--- src/rms_current_meter_macros.svh ---
// assertion macros shared by the rms current meter rtl
`ifndef RMS_CURRENT_METER_MACROS_SVH
`define RMS_CURRENT_METER_MACROS_SVH

// same-cycle implication, checked outside reset
`define RCM_ASSERT_IMP(label, ante, cons) \
    label: assert property (@(posedge clk) disable iff (!rst_n) (ante) |-> (cons)) \
        else $error("rms current meter check failed");

// next-cycle implication, checked outside reset
`define RCM_ASSERT_NEXT(label, ante, cons) \
    label: assert property (@(posedge clk) disable iff (!rst_n) (ante) |=> (cons)) \
        else $error("rms current meter check failed");

`endif

--- src/rcm_pkg.sv ---
// constants shared by the rms current meter modules
package rcm_pkg;

    localparam int ADC_WIDTH_DEFAULT = 12;
    localparam int FRAC_W            = 16;
    localparam int CAL_W             = 24;
    localparam int WIN_W             = 12;
    localparam int SAMPLE_W          = 12;
    localparam int IN_DATA_W         = 16;
    localparam int RESULT_W          = 32;
    localparam int CFG_ADDR_W        = 1;
    localparam int CFG_DATA_W        = 24;
    localparam int MUL_W             = 32;

    localparam logic [WIN_W-1:0] WIN_RESET = 12'd1480;

    // register indexes on the write port
    localparam logic [CFG_ADDR_W-1:0] REG_CALIBRATION  = 1'b0;
    localparam logic [CFG_ADDR_W-1:0] REG_SAMPLE_COUNT = 1'b1;

    // 3.3 is applied as 33 / 10: times 33 by shift and add, then a divide by ten
    // as a multiply by ceil(2^33 / 10), exact for a dividend below 2^30
    localparam int               SCALE_SHIFT     = 5;
    localparam logic [MUL_W-1:0] SCALE_RCP       = 32'd858993460;
    localparam int               SCALE_RCP_SHIFT = 33;

endpackage

--- src/rcm_sub.sv ---
// shared subtract and compare unit for the divide and square-root steps
module rcm_sub #(
    parameter int WIDTH = 31
) (
    input  logic [WIDTH-1:0] a,
    input  logic [WIDTH-1:0] b,
    output logic [WIDTH-1:0] diff,
    output logic             ge
);

    logic [WIDTH:0] full;

    assign full = {1'b0, a} - {1'b0, b};
    assign diff = full[WIDTH-1:0];
    assign ge   = ~full[WIDTH];

endmodule

--- src/rcm_mul.sv ---
// shared multiplier with a registered product
module rcm_mul #(
    parameter int WIDTH = 28
) (
    input  logic               clk,
    input  logic [WIDTH-1:0]   a,
    input  logic [WIDTH-1:0]   b,
    output logic [2*WIDTH-1:0] prod
);

    logic [2*WIDTH-1:0] prod_reg;

    always_ff @(posedge clk)
    begin
        prod_reg <= a * b;
    end

    assign prod = prod_reg;

endmodule

--- src/rms_current_meter.sv ---
// rms current meter: dc offset tracking, square sum, divide, root and scaling
// each sample passes through accept, offset update, magnitude, square and accumulate
// a closing sample adds 2*ADC_WIDTH+28 restoring divide steps for the mean, ADC_WIDTH+16 root
// steps, the calibration multiply, the times-33 scaling, the divide by ten and the output
// state, which waits out any output stall; no new sample is taken before then; one shared
// subtract unit and one shared multiplier; reset: offset mid-scale, window 1480, no result
module rms_current_meter #(
    parameter int ADC_WIDTH = rcm_pkg::ADC_WIDTH_DEFAULT
) (
    input  logic                             clk,
    input  logic                             rst_n,
    // sample [11:0], zero padding above
    input  logic [rcm_pkg::IN_DATA_W-1:0]    s_axis_tdata,
    input  logic                             s_axis_tvalid,
    output logic                             s_axis_tready,
    // rms_current [31:0]
    output logic [rcm_pkg::RESULT_W-1:0]     m_axis_tdata,
    output logic                             m_axis_tvalid,
    input  logic                             m_axis_tready,
    input  logic                             cfg_we,
    input  logic [rcm_pkg::CFG_ADDR_W-1:0]   cfg_addr,
    input  logic [rcm_pkg::CFG_DATA_W-1:0]   cfg_data
);

    `include "rms_current_meter_macros.svh"

    localparam int FRAC_W = rcm_pkg::FRAC_W;
    localparam int WIN_W  = rcm_pkg::WIN_W;
    localparam int CAL_W  = rcm_pkg::CAL_W;
    localparam int RES_W  = rcm_pkg::RESULT_W;
    localparam int MUL_W  = rcm_pkg::MUL_W;
    localparam int OFS_W  = ADC_WIDTH + FRAC_W;
    localparam int DIFF_W = OFS_W + 1;
    localparam int MEAN_W = 2 * ADC_WIDTH + FRAC_W;
    localparam int SUM_W  = MEAN_W + WIN_W;
    localparam int SQ_W   = MEAN_W + FRAC_W;
    localparam int ALU_W  = ADC_WIDTH + 19;
    localparam int IT_W   = $clog2(SUM_W);
    localparam int P_W    = CAL_W + FRAC_W;
    localparam int QS_W   = P_W + rcm_pkg::SCALE_SHIFT + 1;

    localparam logic [OFS_W-1:0] OFS_RESET = OFS_W'(1) << (OFS_W - 1);
    localparam logic [OFS_W-1:0] OFS_MAX   = {{ADC_WIDTH{1'b1}}, {FRAC_W{1'b0}}};

    localparam logic [3:0] S_IDLE = 4'd0;
    localparam logic [3:0] S_OFS  = 4'd1;
    localparam logic [3:0] S_MAG  = 4'd2;
    localparam logic [3:0] S_SQR  = 4'd3;
    localparam logic [3:0] S_ACC  = 4'd4;
    localparam logic [3:0] S_DIVM = 4'd5;
    localparam logic [3:0] S_SQRT = 4'd6;
    localparam logic [3:0] S_CAL  = 4'd7;
    localparam logic [3:0] S_SCL  = 4'd8;
    localparam logic [3:0] S_DIVS = 4'd9;
    localparam logic [3:0] S_OUT  = 4'd10;

    logic [3:0]           state_reg, state_next;
    logic [ADC_WIDTH-1:0] raw_reg, raw_next;
    logic [OFS_W-1:0]     ofs_reg, ofs_next;
    logic [OFS_W-1:0]     mag_reg, mag_next;
    logic [SUM_W-1:0]     sum_reg, sum_next;
    logic [WIN_W-1:0]     count_reg, count_next;
    logic [SUM_W-1:0]     dq_reg, dq_next;
    logic [WIN_W-1:0]     div_reg, div_next;
    logic [ALU_W-1:0]     rem_reg, rem_next;
    logic [OFS_W-1:0]     root_reg, root_next;
    logic [SQ_W-1:0]      xs_reg, xs_next;
    logic [IT_W-1:0]      it_reg, it_next;
    logic [RES_W-1:0]     out_data_reg, out_data_next;
    logic                 out_valid_reg, out_valid_next;
    logic [CAL_W-1:0]     cal_reg;
    logic [WIN_W-1:0]     win_reg;

    logic [OFS_W-1:0]        raw16;
    logic signed [DIFF_W-1:0] diff_ofs;
    logic signed [DIFF_W-1:0] step_ofs;
    logic [DIFF_W-1:0]       neg_diff;
    logic [OFS_W-1:0]        mag_val;
    logic [SUM_W-1:0]        sum_add;
    logic [WIN_W:0]          count_inc;
    logic [WIN_W-1:0]        limit;
    logic [SUM_W-1:0]        quot_step;
    logic [P_W-1:0]          p_val;
    logic [QS_W-1:0]         qs_val;
    logic                    out_free;

    logic [ALU_W-1:0]     alu_a, alu_b, alu_diff;
    logic                 alu_ge;
    logic [MUL_W-1:0]     mul_a, mul_b;
    logic [2*MUL_W-1:0]   mul_prod;
    logic [ALU_W-1:0]     rem_bound;
    logic [ALU_W-1:0]     div_ext;

    rcm_sub #(
        .WIDTH (ALU_W)
    ) u_sub (
        .a    (alu_a),
        .b    (alu_b),
        .diff (alu_diff),
        .ge   (alu_ge)
    );

    rcm_mul #(
        .WIDTH (MUL_W)
    ) u_mul (
        .clk  (clk),
        .a    (mul_a),
        .b    (mul_b),
        .prod (mul_prod)
    );

    // offset and magnitude path
    assign raw16    = {raw_reg, {FRAC_W{1'b0}}};
    assign diff_ofs = $signed({1'b0, raw16}) - $signed({1'b0, ofs_reg});
    assign step_ofs = diff_ofs >>> ADC_WIDTH;
    assign neg_diff = -diff_ofs;
    assign mag_val  = diff_ofs[DIFF_W-1] ? neg_diff[OFS_W-1:0] : diff_ofs[OFS_W-1:0];

    assign sum_add   = sum_reg + SUM_W'(mul_prod >> FRAC_W);
    assign count_inc = {1'b0, count_reg} + (WIN_W+1)'(1);
    assign limit     = (win_reg == '0) ? WIN_W'(1) : win_reg;
    assign quot_step = {dq_reg[SUM_W-2:0], alu_ge};

    // final scale: p = cal * r >> adc width, then p * 33 >> 16, divided by ten later
    assign p_val  = P_W'(mul_prod >> ADC_WIDTH);
    assign qs_val = (QS_W'(p_val) << rcm_pkg::SCALE_SHIFT) + QS_W'(p_val);

    assign out_free  = !out_valid_reg || m_axis_tready;
    assign rem_bound = ALU_W'({root_reg, 1'b0});
    assign div_ext   = ALU_W'(div_reg);

    // operand selection for the shared units
    always_comb
    begin
        alu_a = '0;
        alu_b = '0;
        mul_a = MUL_W'(mag_reg);
        mul_b = MUL_W'(mag_reg);
        unique case (state_reg)
            S_DIVM:
            begin
                alu_a = ALU_W'({rem_reg[WIN_W-1:0], dq_reg[SUM_W-1]});
                alu_b = div_ext;
            end
            S_SQRT:
            begin
                alu_a = {rem_reg[ALU_W-3:0], xs_reg[SQ_W-1 -: 2]};
                alu_b = ALU_W'({root_reg, 2'b01});
            end
            S_CAL:
            begin
                mul_a = MUL_W'(cal_reg);
                mul_b = MUL_W'(root_reg);
            end
            // divide by ten as a reciprocal multiply, held while the output waits
            S_DIVS, S_OUT:
            begin
                mul_a = MUL_W'(dq_reg[QS_W-FRAC_W-1:0]);
                mul_b = rcm_pkg::SCALE_RCP;
            end
            default:
            begin
                alu_a = '0;
                alu_b = '0;
            end
        endcase
    end

    always_comb
    begin
        state_next     = state_reg;
        raw_next       = raw_reg;
        ofs_next       = ofs_reg;
        mag_next       = mag_reg;
        sum_next       = sum_reg;
        count_next     = count_reg;
        dq_next        = dq_reg;
        div_next       = div_reg;
        rem_next       = rem_reg;
        root_next      = root_reg;
        xs_next        = xs_reg;
        it_next        = it_reg;
        out_data_next  = out_data_reg;
        out_valid_next = out_valid_reg;

        if (m_axis_tready)
        begin
            out_valid_next = 1'b0;
        end

        unique case (state_reg)
            S_IDLE:
            begin
                if (s_axis_tvalid)
                begin
                    raw_next   = ADC_WIDTH'(s_axis_tdata[rcm_pkg::SAMPLE_W-1:0]);
                    state_next = S_OFS;
                end
            end
            S_OFS:
            begin
                ofs_next   = ofs_reg + step_ofs[OFS_W-1:0];
                state_next = S_MAG;
            end
            S_MAG:
            begin
                mag_next   = mag_val;
                state_next = S_SQR;
            end
            S_SQR:
            begin
                state_next = S_ACC;
            end
            S_ACC:
            begin
                if (count_inc >= {1'b0, limit})
                begin
                    dq_next    = sum_add;
                    div_next   = count_inc[WIN_W-1:0];
                    rem_next   = '0;
                    it_next    = '0;
                    sum_next   = '0;
                    count_next = '0;
                    state_next = S_DIVM;
                end
                else
                begin
                    sum_next   = sum_add;
                    count_next = count_inc[WIN_W-1:0];
                    state_next = S_IDLE;
                end
            end
            S_DIVM:
            begin
                dq_next  = quot_step;
                rem_next = alu_ge ? alu_diff
                                  : ALU_W'({rem_reg[WIN_W-1:0], dq_reg[SUM_W-1]});
                it_next  = it_reg + IT_W'(1);
                if (it_reg == IT_W'(SUM_W - 1))
                begin
                    xs_next    = {quot_step[MEAN_W-1:0], {FRAC_W{1'b0}}};
                    rem_next   = '0;
                    root_next  = '0;
                    it_next    = '0;
                    state_next = S_SQRT;
                end
            end
            S_SQRT:
            begin
                rem_next  = alu_ge ? alu_diff : alu_a;
                root_next = {root_reg[OFS_W-2:0], alu_ge};
                xs_next   = xs_reg << 2;
                it_next   = it_reg + IT_W'(1);
                if (it_reg == IT_W'(OFS_W - 1))
                begin
                    state_next = S_CAL;
                end
            end
            S_CAL:
            begin
                state_next = S_SCL;
            end
            S_SCL:
            begin
                dq_next    = SUM_W'(qs_val[QS_W-1:FRAC_W]);
                state_next = S_DIVS;
            end
            S_DIVS:
            begin
                state_next = S_OUT;
            end
            S_OUT:
            begin
                if (out_free)
                begin
                    // quotient stays below 2^31, so no saturation is needed
                    out_data_next  = RES_W'(mul_prod >> rcm_pkg::SCALE_RCP_SHIFT);
                    out_valid_next = 1'b1;
                    state_next     = S_IDLE;
                end
            end
            default:
            begin
                state_next = S_IDLE;
            end
        endcase
    end

    always_ff @(posedge clk or negedge rst_n)
    begin
        if (!rst_n)
        begin
            state_reg     <= S_IDLE;
            ofs_reg       <= OFS_RESET;
            sum_reg       <= '0;
            count_reg     <= '0;
            out_valid_reg <= 1'b0;
            cal_reg       <= '0;
            win_reg       <= rcm_pkg::WIN_RESET;
        end
        else
        begin
            state_reg     <= state_next;
            ofs_reg       <= ofs_next;
            sum_reg       <= sum_next;
            count_reg     <= count_next;
            out_valid_reg <= out_valid_next;
            if (cfg_we)
            begin
                unique case (cfg_addr)
                    rcm_pkg::REG_CALIBRATION:  cal_reg <= cfg_data[CAL_W-1:0];
                    rcm_pkg::REG_SAMPLE_COUNT: win_reg <= cfg_data[WIN_W-1:0];
                    default:                   cal_reg <= cal_reg;
                endcase
            end
        end
    end

    always_ff @(posedge clk)
    begin
        raw_reg      <= raw_next;
        mag_reg      <= mag_next;
        dq_reg       <= dq_next;
        div_reg      <= div_next;
        rem_reg      <= rem_next;
        root_reg     <= root_next;
        xs_reg       <= xs_next;
        it_reg       <= it_next;
        out_data_reg <= out_data_next;
    end

    assign s_axis_tready = (state_reg == S_IDLE);
    assign m_axis_tdata  = out_data_reg;
    assign m_axis_tvalid = out_valid_reg;

    `RCM_ASSERT_IMP(a_ofs_range, 1'b1, ofs_reg <= OFS_MAX)
    `RCM_ASSERT_IMP(a_div_rem, state_reg == S_DIVM, rem_reg < div_ext)
    `RCM_ASSERT_IMP(a_root_rem, state_reg == S_SQRT, rem_reg <= rem_bound)
    `RCM_ASSERT_NEXT(a_out_load, !out_valid_reg && (state_reg != S_OUT), !m_axis_tvalid)

endmodule

--- config.mk ---
export PLATFORM = sky130hd
export DESIGN_NAME = rms_current_meter
export DESIGN_NICKNAME = d
export VERILOG_FILES = /design/src/rcm_pkg.sv /design/src/rcm_sub.sv /design/src/rcm_mul.sv /design/src/rms_current_meter.sv
export VERILOG_INCLUDE_DIRS = /design/src /design/src/src
export SDC_FILE = /design/constraint.sdc
export NUM_CORES = 2
export LEC_CHECK = 0
export BUFFER_PORTS_ARGS = -buffer_cell sky130_fd_sc_hd__buf_4
export CORE_MARGIN = 5
export CORE_UTILIZATION = 65
export CTS_CLUSTER_DIAMETER = 50
export DETAILED_ROUTE_END_ITERATION = 8
export PLACE_DENSITY_LB_ADDON = 0.12
export SYNTH_ARGS = -nofsm -noshare
export SYNTH_HDL_FRONTEND = slang
export SYNTH_SLANG_ARGS = --single-unit
--- constraint.sdc ---
create_clock -name clk -period 10.4 [get_ports clk]
set_input_delay 0 -clock clk [delete_from_list [all_inputs] [get_ports clk]]
set_output_delay 0 -clock clk [all_outputs]
set_load 0.05 [all_outputs]
* After elaboration in Yosys (flattened, before gate mapping)
Index checks and enable logic that the tools add are counted.
** Cells by class
- $mul :: 1
- Shift operators :: 0
- Order comparisons :: 1
- Bitwise logic cells :: 2
- Reductions and logical operators :: 17
- Div/mod/pow operators :: 0
- Eq/ne operators :: 17
- Add/sub/neg operators :: 8
- Muxes and demuxes :: 31
** Operator list (count)
- 30-bit case mux with 2 select lines :: 3
- 52-bit case mux with 3 select lines :: 1
- 29-bit two-way mux :: 4
- 56-bit case mux with 2 select lines :: 1
- 52-bit two-way mux :: 2
- 29-bit case mux with 3 select lines :: 1
- 31-bit case mux with 2 select lines :: 1
- 30-bit by 30-bit multiplier with 60-bit output :: 1
- 28-bit two-way mux :: 2
- 56-bit two-way mux :: 1
- 28-bit case mux with 2 select lines :: 1
- 52-bit by 48-bit adder with 52-bit output :: 1
- 45-bit by 40-bit adder with 46-bit output :: 1
- 4-bit case mux with 11 select lines :: 1
- 31-bit by 30-bit subtractor with 32-bit output :: 1
- 28-bit by 28-bit subtractor with 29-bit output :: 1
- 28-bit adder :: 1
- 28-bit negator :: 1
- 12-bit two-way mux :: 2
- 6-bit case mux with 3 select lines :: 1
- 4-bit by 3-bit equality test with 1-bit output, second input constant :: 4
- 4-bit two-way mux :: 4
- 2-bit AND reduction :: 8
- 12-bit by 1-bit adder with 13-bit output, second input constant :: 1
- 20 further kinds :: 32
** Word-level totals
- Latch bits :: 0
- Output and inout port bits :: 34
- Register bits after elaboration :: 451
- Input bits :: 46
- Memory bits (read-only) :: 0
- Bits in writable memories :: 0
- Logic and storage cells :: 94
- Memories :: 0

* Logic depth before layout (Yosys ltp)
- Depth after elaboration :: 6
- Gate-level depth with buffers :: 36

* Cells and area by module
A second synthesis with hierarchy kept.
** Second synthesis, totals
- Cell total of the unflattened synthesis :: 6433
- Area total of the unflattened synthesis :: 60005.0 µm²
** By module, submodules not included
- rcm_mul :: area an instance 35296.4 µm², instances 1, cells each 3893
- rms_current_meter :: area an instance 22820.6 µm², instances 1, cells each 2252
- rcm_sub :: area an instance 1888.1 µm², instances 1, cells each 288

* Worst setup path after synthesis
No wires, ideal clock.
- Kind :: register to register
- Start point :: register state_reg[1]
- End point :: register u_mul.prod_reg[47] (netlist: u_mul.prod[47])
- Slack :: 1.597 ns
- Path buffers :: 3
- Stages on the path, launching flop included :: 31
- Arrival :: 8.679 ns
- Cell sequence :: dfrtp_1 > clkbuf_1 > xor2_1 > a21oi_1 > clkbuf_1 > a221oi_1 > nor2_1 > fa_1 > fa_1 > fa_1 > inv_1 > fa_1 > inv_1 > fa_1 > fa_1 > fa_1 > inv_1 > fa_1 > inv_1 > ha_1 > clkbuf_1 > a21oi_1 > o211ai_1 > a41oi_1 > o21ai_0 > a21oi_1 > o21ai_1 > a41oi_1 > o21ai_1 > a21oi_1 > xnor2_1
** Between the ends
- Longest elaborated chain between the ends :: 4
- Elaborated cells on any way between the ends :: 7
- Classes of those cells :: 1 x mul; 3 x eq/ne; 2 x mux; 1 x reduce/logical
** RTL lines
- start, declared :: RTL line rms_current_meter.sv:57 : logic [3:0] state_reg, state_next;
- start signal, assigned :: RTL line rms_current_meter.sv:303 : state_reg <= state_next;
- 4-bit equality test :: RTL line rms_current_meter.sv:139 : unique case (state_reg)
- 2-bit OR reduction :: RTL line rms_current_meter.sv:139
- 30-bit case mux with 2 select lines :: RTL line rms_current_meter.sv:139
- 30-bit by 30-bit multiplier with 60-bit output * :: RTL line rcm_mul.sv:15 : prod_reg <= a * b;
- end signal, assigned :: RTL line rcm_mul.sv:15
- end, declared :: RTL line rcm_mul.sv:11 : logic [2*WIDTH-1:0] prod_reg;
Every way passes the cells marked *; elsewhere a longest branch is shown, timed or not.
A chain may end at the register's enable or synchronous reset.

* Final worst setup path
- Start point :: register state_reg[1]
- End point :: register u_mul.prod_reg[58] (netlist: u_mul.prod[58])
Same word-level chain as after synthesis.

==> impl_results.md <==
- Vias in the first global route: 44600
- Remaining Overflow, GRT: 0
- # IOs: 80
- Outcome: finished clean
- CP arrival: 10.51 ns
- Number of synthesized register bits: 415
- Worst slew pin tran: 1.25 ns
- Worst path bufs/invs: 6
- Setup tns final: 0 ns
- Most common cell in the netlist: inv_1
- DR WL/cell: 24.0 um
- Clk Tree Root Cell: clkbuf_16
- Initial Util: 0.653
- Layout cells sized above 1: 0.0743
- Post-route minimum period: 9.98 ns
- CTS buffer count: 59
- CTS Buffer Depth: 3
- Synth unique cells: 92
- Worst Path Max Fanout: 20
- Worst hold path type: input pin to register
- Core area: 81700 sq um
- Die width: 297 um
- Clock skew: 0.0719 ns
- Non-Filler Instances: 7051
- Main flop type after synthesis: edfxtp_1
- Top-area cell type share of the netlist area: 0.293
- Clock latency on the worst-skew pair: 0.66 ns
- CP peak stage delay: 0.59 ns
- Initial antenna violation count: 5
- Die ar.: 88000 sq um
- Top cell by count, worst path: fa_1
- Seq/Total Area, Yosys: 0.212
- RSZ-0062 raised after global routing: false
- Count of pins over their slew limit: 0
- Hold Vio Cnt, Final: 0
- CP top delay family: adder cells
- Synth Warn #: 0
- Post-synth EDFFs: 234
- Die height: 297 um
- Port bufs: 70
- Fillers: 6288
- Post-Route WL: 169000 um
- Max frequency: 100 MHz
- GPL Wtd Cong: 1.07
- Average size of a mapped cell: 9.15 sq um
- Drt first pass iters: 7
- Detail Route Antenna Nets: 0
- Slowest stage cell, crit path: fa_1
- Post-synth top cells: 963 x inv_1, 781 x fa_1, 720 x nand2_1, 608 x nor2_1, 409 x ha_1
- Detailed placement HPWL: 132000 um
- H-tree levels: 2
- DRC viols: 0
- Rel. slew slack: 0.166
- Nets: 7161
- Area Overhead vs Synth: 9.31%
- Pin count of the biggest net entering global routing: 75
- Final Cycle Share: 0.960
- Critical Path RT: 10.93 ns
- Pre-CTS WS: 0.789 ns
- Mapped cell area: 53400 sq um
- Synth Instances: 5833
- TritonCTS clock tree: yes
- Row cnt: 105
- Top cell type by total area after synthesis: fa_1
- Final setup violation count: 0
- Max-cap viol count: 0
- CP startpoint kind: register
- Vias: 43800
- Ys async rst share: 0.320
- Synth top area cells: fa_1 29%, edfxtp_1 13%, ha_1 9.6%
- Crit path kind: register to register
- Final worst setup slack: 0.420 ns
- Worst setup EP type: register
- DR iter-0 viols: 4605
- Total Routing Usage GR: 0.390
- Clock-pin slew on the worst setup and hold paths: 0.06 ns
- First-pass GRT wire length: 259000 um
- Clk sink count: 415
- Post-Place Cells: 6887
- Vias/cell: 6.21
per-layer routing:
metal | track usage | vias to the layer above | routed length (um)
met2 | 0.594 | 2514 | 73400
met3 | 0.115 | 676 | 19400
li1 | - | 19100 | -
met5 | 0 | - | 0
met4 | 0.245 | 0 | 14100
met1 | 0.493 | 21500 | 62100
layout by cell type (no fill, tap or decap), types with 34 or more instances in the layout:
cell,n
inv_1,963
fa_1,781
nand2_1,718
nor2_1,604
ha_1,409
edfxtp_1,234
a21oi_1,214
buf_4,213
o21ai_0,173
xnor2_1,131
dfrtp_1,127
a21o_1,118
xor2_1,95
nand3_1,67
and2_1,64
clkbuf_16,59
and3_1,58
a22o_1,57
dfxtp_1,48
dlygate4sd3_1,47
o21ai_1,43
o31ai_1,41
mux2_2,39
nand2b_1,37
conb_1,35
nor3_1,34
timing repair:
action | CTS | global route
buffers inserted | 0 | 0
endpoints found under the hold margin | 126 | 0
hold buffers | 47 | 0
endpoints found under the setup margin | 0 | 1
resized for setup | 0 | 1
per-stage QoR:
step | utilization | instance area, sq um | hold slack (ns)
after global routing | 0.714 | 58300 | 0.0297
final | 0.714 | 58300 | 0.0377
after global placement | 0.683 | 55800 | 0.0912
after detailed placement | 0.683 | 55800 | 0.101
after floorplan | - | 53500 | -0.296
after CTS | 0.714 | 58300 | 0.00217
layout make-up:
| type | count | area [sq um] | share of cell area |
|---|---|---|---|
| inverters | 966 | 3630 | 0.0621 |
| clock inverters | 48 | 566 | 0.00969 |
| repair buffers | 264 | 2140 | 0.0367 |
| diodes | 5 | 12.5 | 0.000214 |
| well taps | 1070 | 1340 | 0.0229 |
| multi-input cells | 4219 | 37800 | 0.648 |
| flip-flops and latches | 415 | 11300 | 0.194 |
| clock buffers | 64 | 1510 | 0.0258 |
worst reg2reg max path, delay by kind of cell, from the launching register on:
family / cells / cell delay [ns]
AO/OA/AOI/OAI: 4 / 1.46
adder cells (fa/ha/maj): 9 / 4.52
buffers and inverters: 6 / 1.09
flip-flops: 1 / 0.41
AND/OR/NAND/NOR: 9 / 2.23
XOR/XNOR: 1 / 0.16
logic make-up (layout without fill, tap and decap cells):
| group | Yosys count | count (layout) | synth area share |
|---|---|---|---|
| AND/OR/NAND/NOR | 1732 | 1732 | 0.140 |
| buffers and inverters | 1232 | 1342 | 0.0873 |
| adder cells (fa/ha/maj) | 1190 | 1190 | 0.389 |
| AO/OA/AOI/OAI | 994 | 994 | 0.126 |
| flip-flops | 415 | 415 | 0.212 |
| XOR/XNOR | 227 | 227 | 0.0372 |
| multiplexers | 41 | 41 | 0.00860 |
| other | 2 | 40 | 0.000141 |
path summary, 6_finish.rpt:
path	slack, ns	to	from	depth (start not counted)
worst max-delay path	0.42	u_mul.prod[58]$_DFF_P_	state_reg[1]$_DFFE_PN0P_	29
worst min-delay path	0.04	cal_reg[11]$_DFFE_PN0P_	cfg_we	3
worst max register to register	0.42	u_mul.prod[58]$_DFF_P_	state_reg[1]$_DFFE_PN0P_	29
worst min register to register	0.48	sum_reg[8]$_DFFE_PN0P_	sum_reg[8]$_DFFE_PN0P_	2
max in group asynchronous	8.14	count_reg[5]$_DFFE_PN0P_	rst_n	4
min in group asynchronous	0.45	sum_reg[15]$_DFFE_PN0P_	rst_n	3
Power is left out: the tool's default activity adds up to more than one toggle a clock period on the data nets, which glitch-free logic cannot reach.
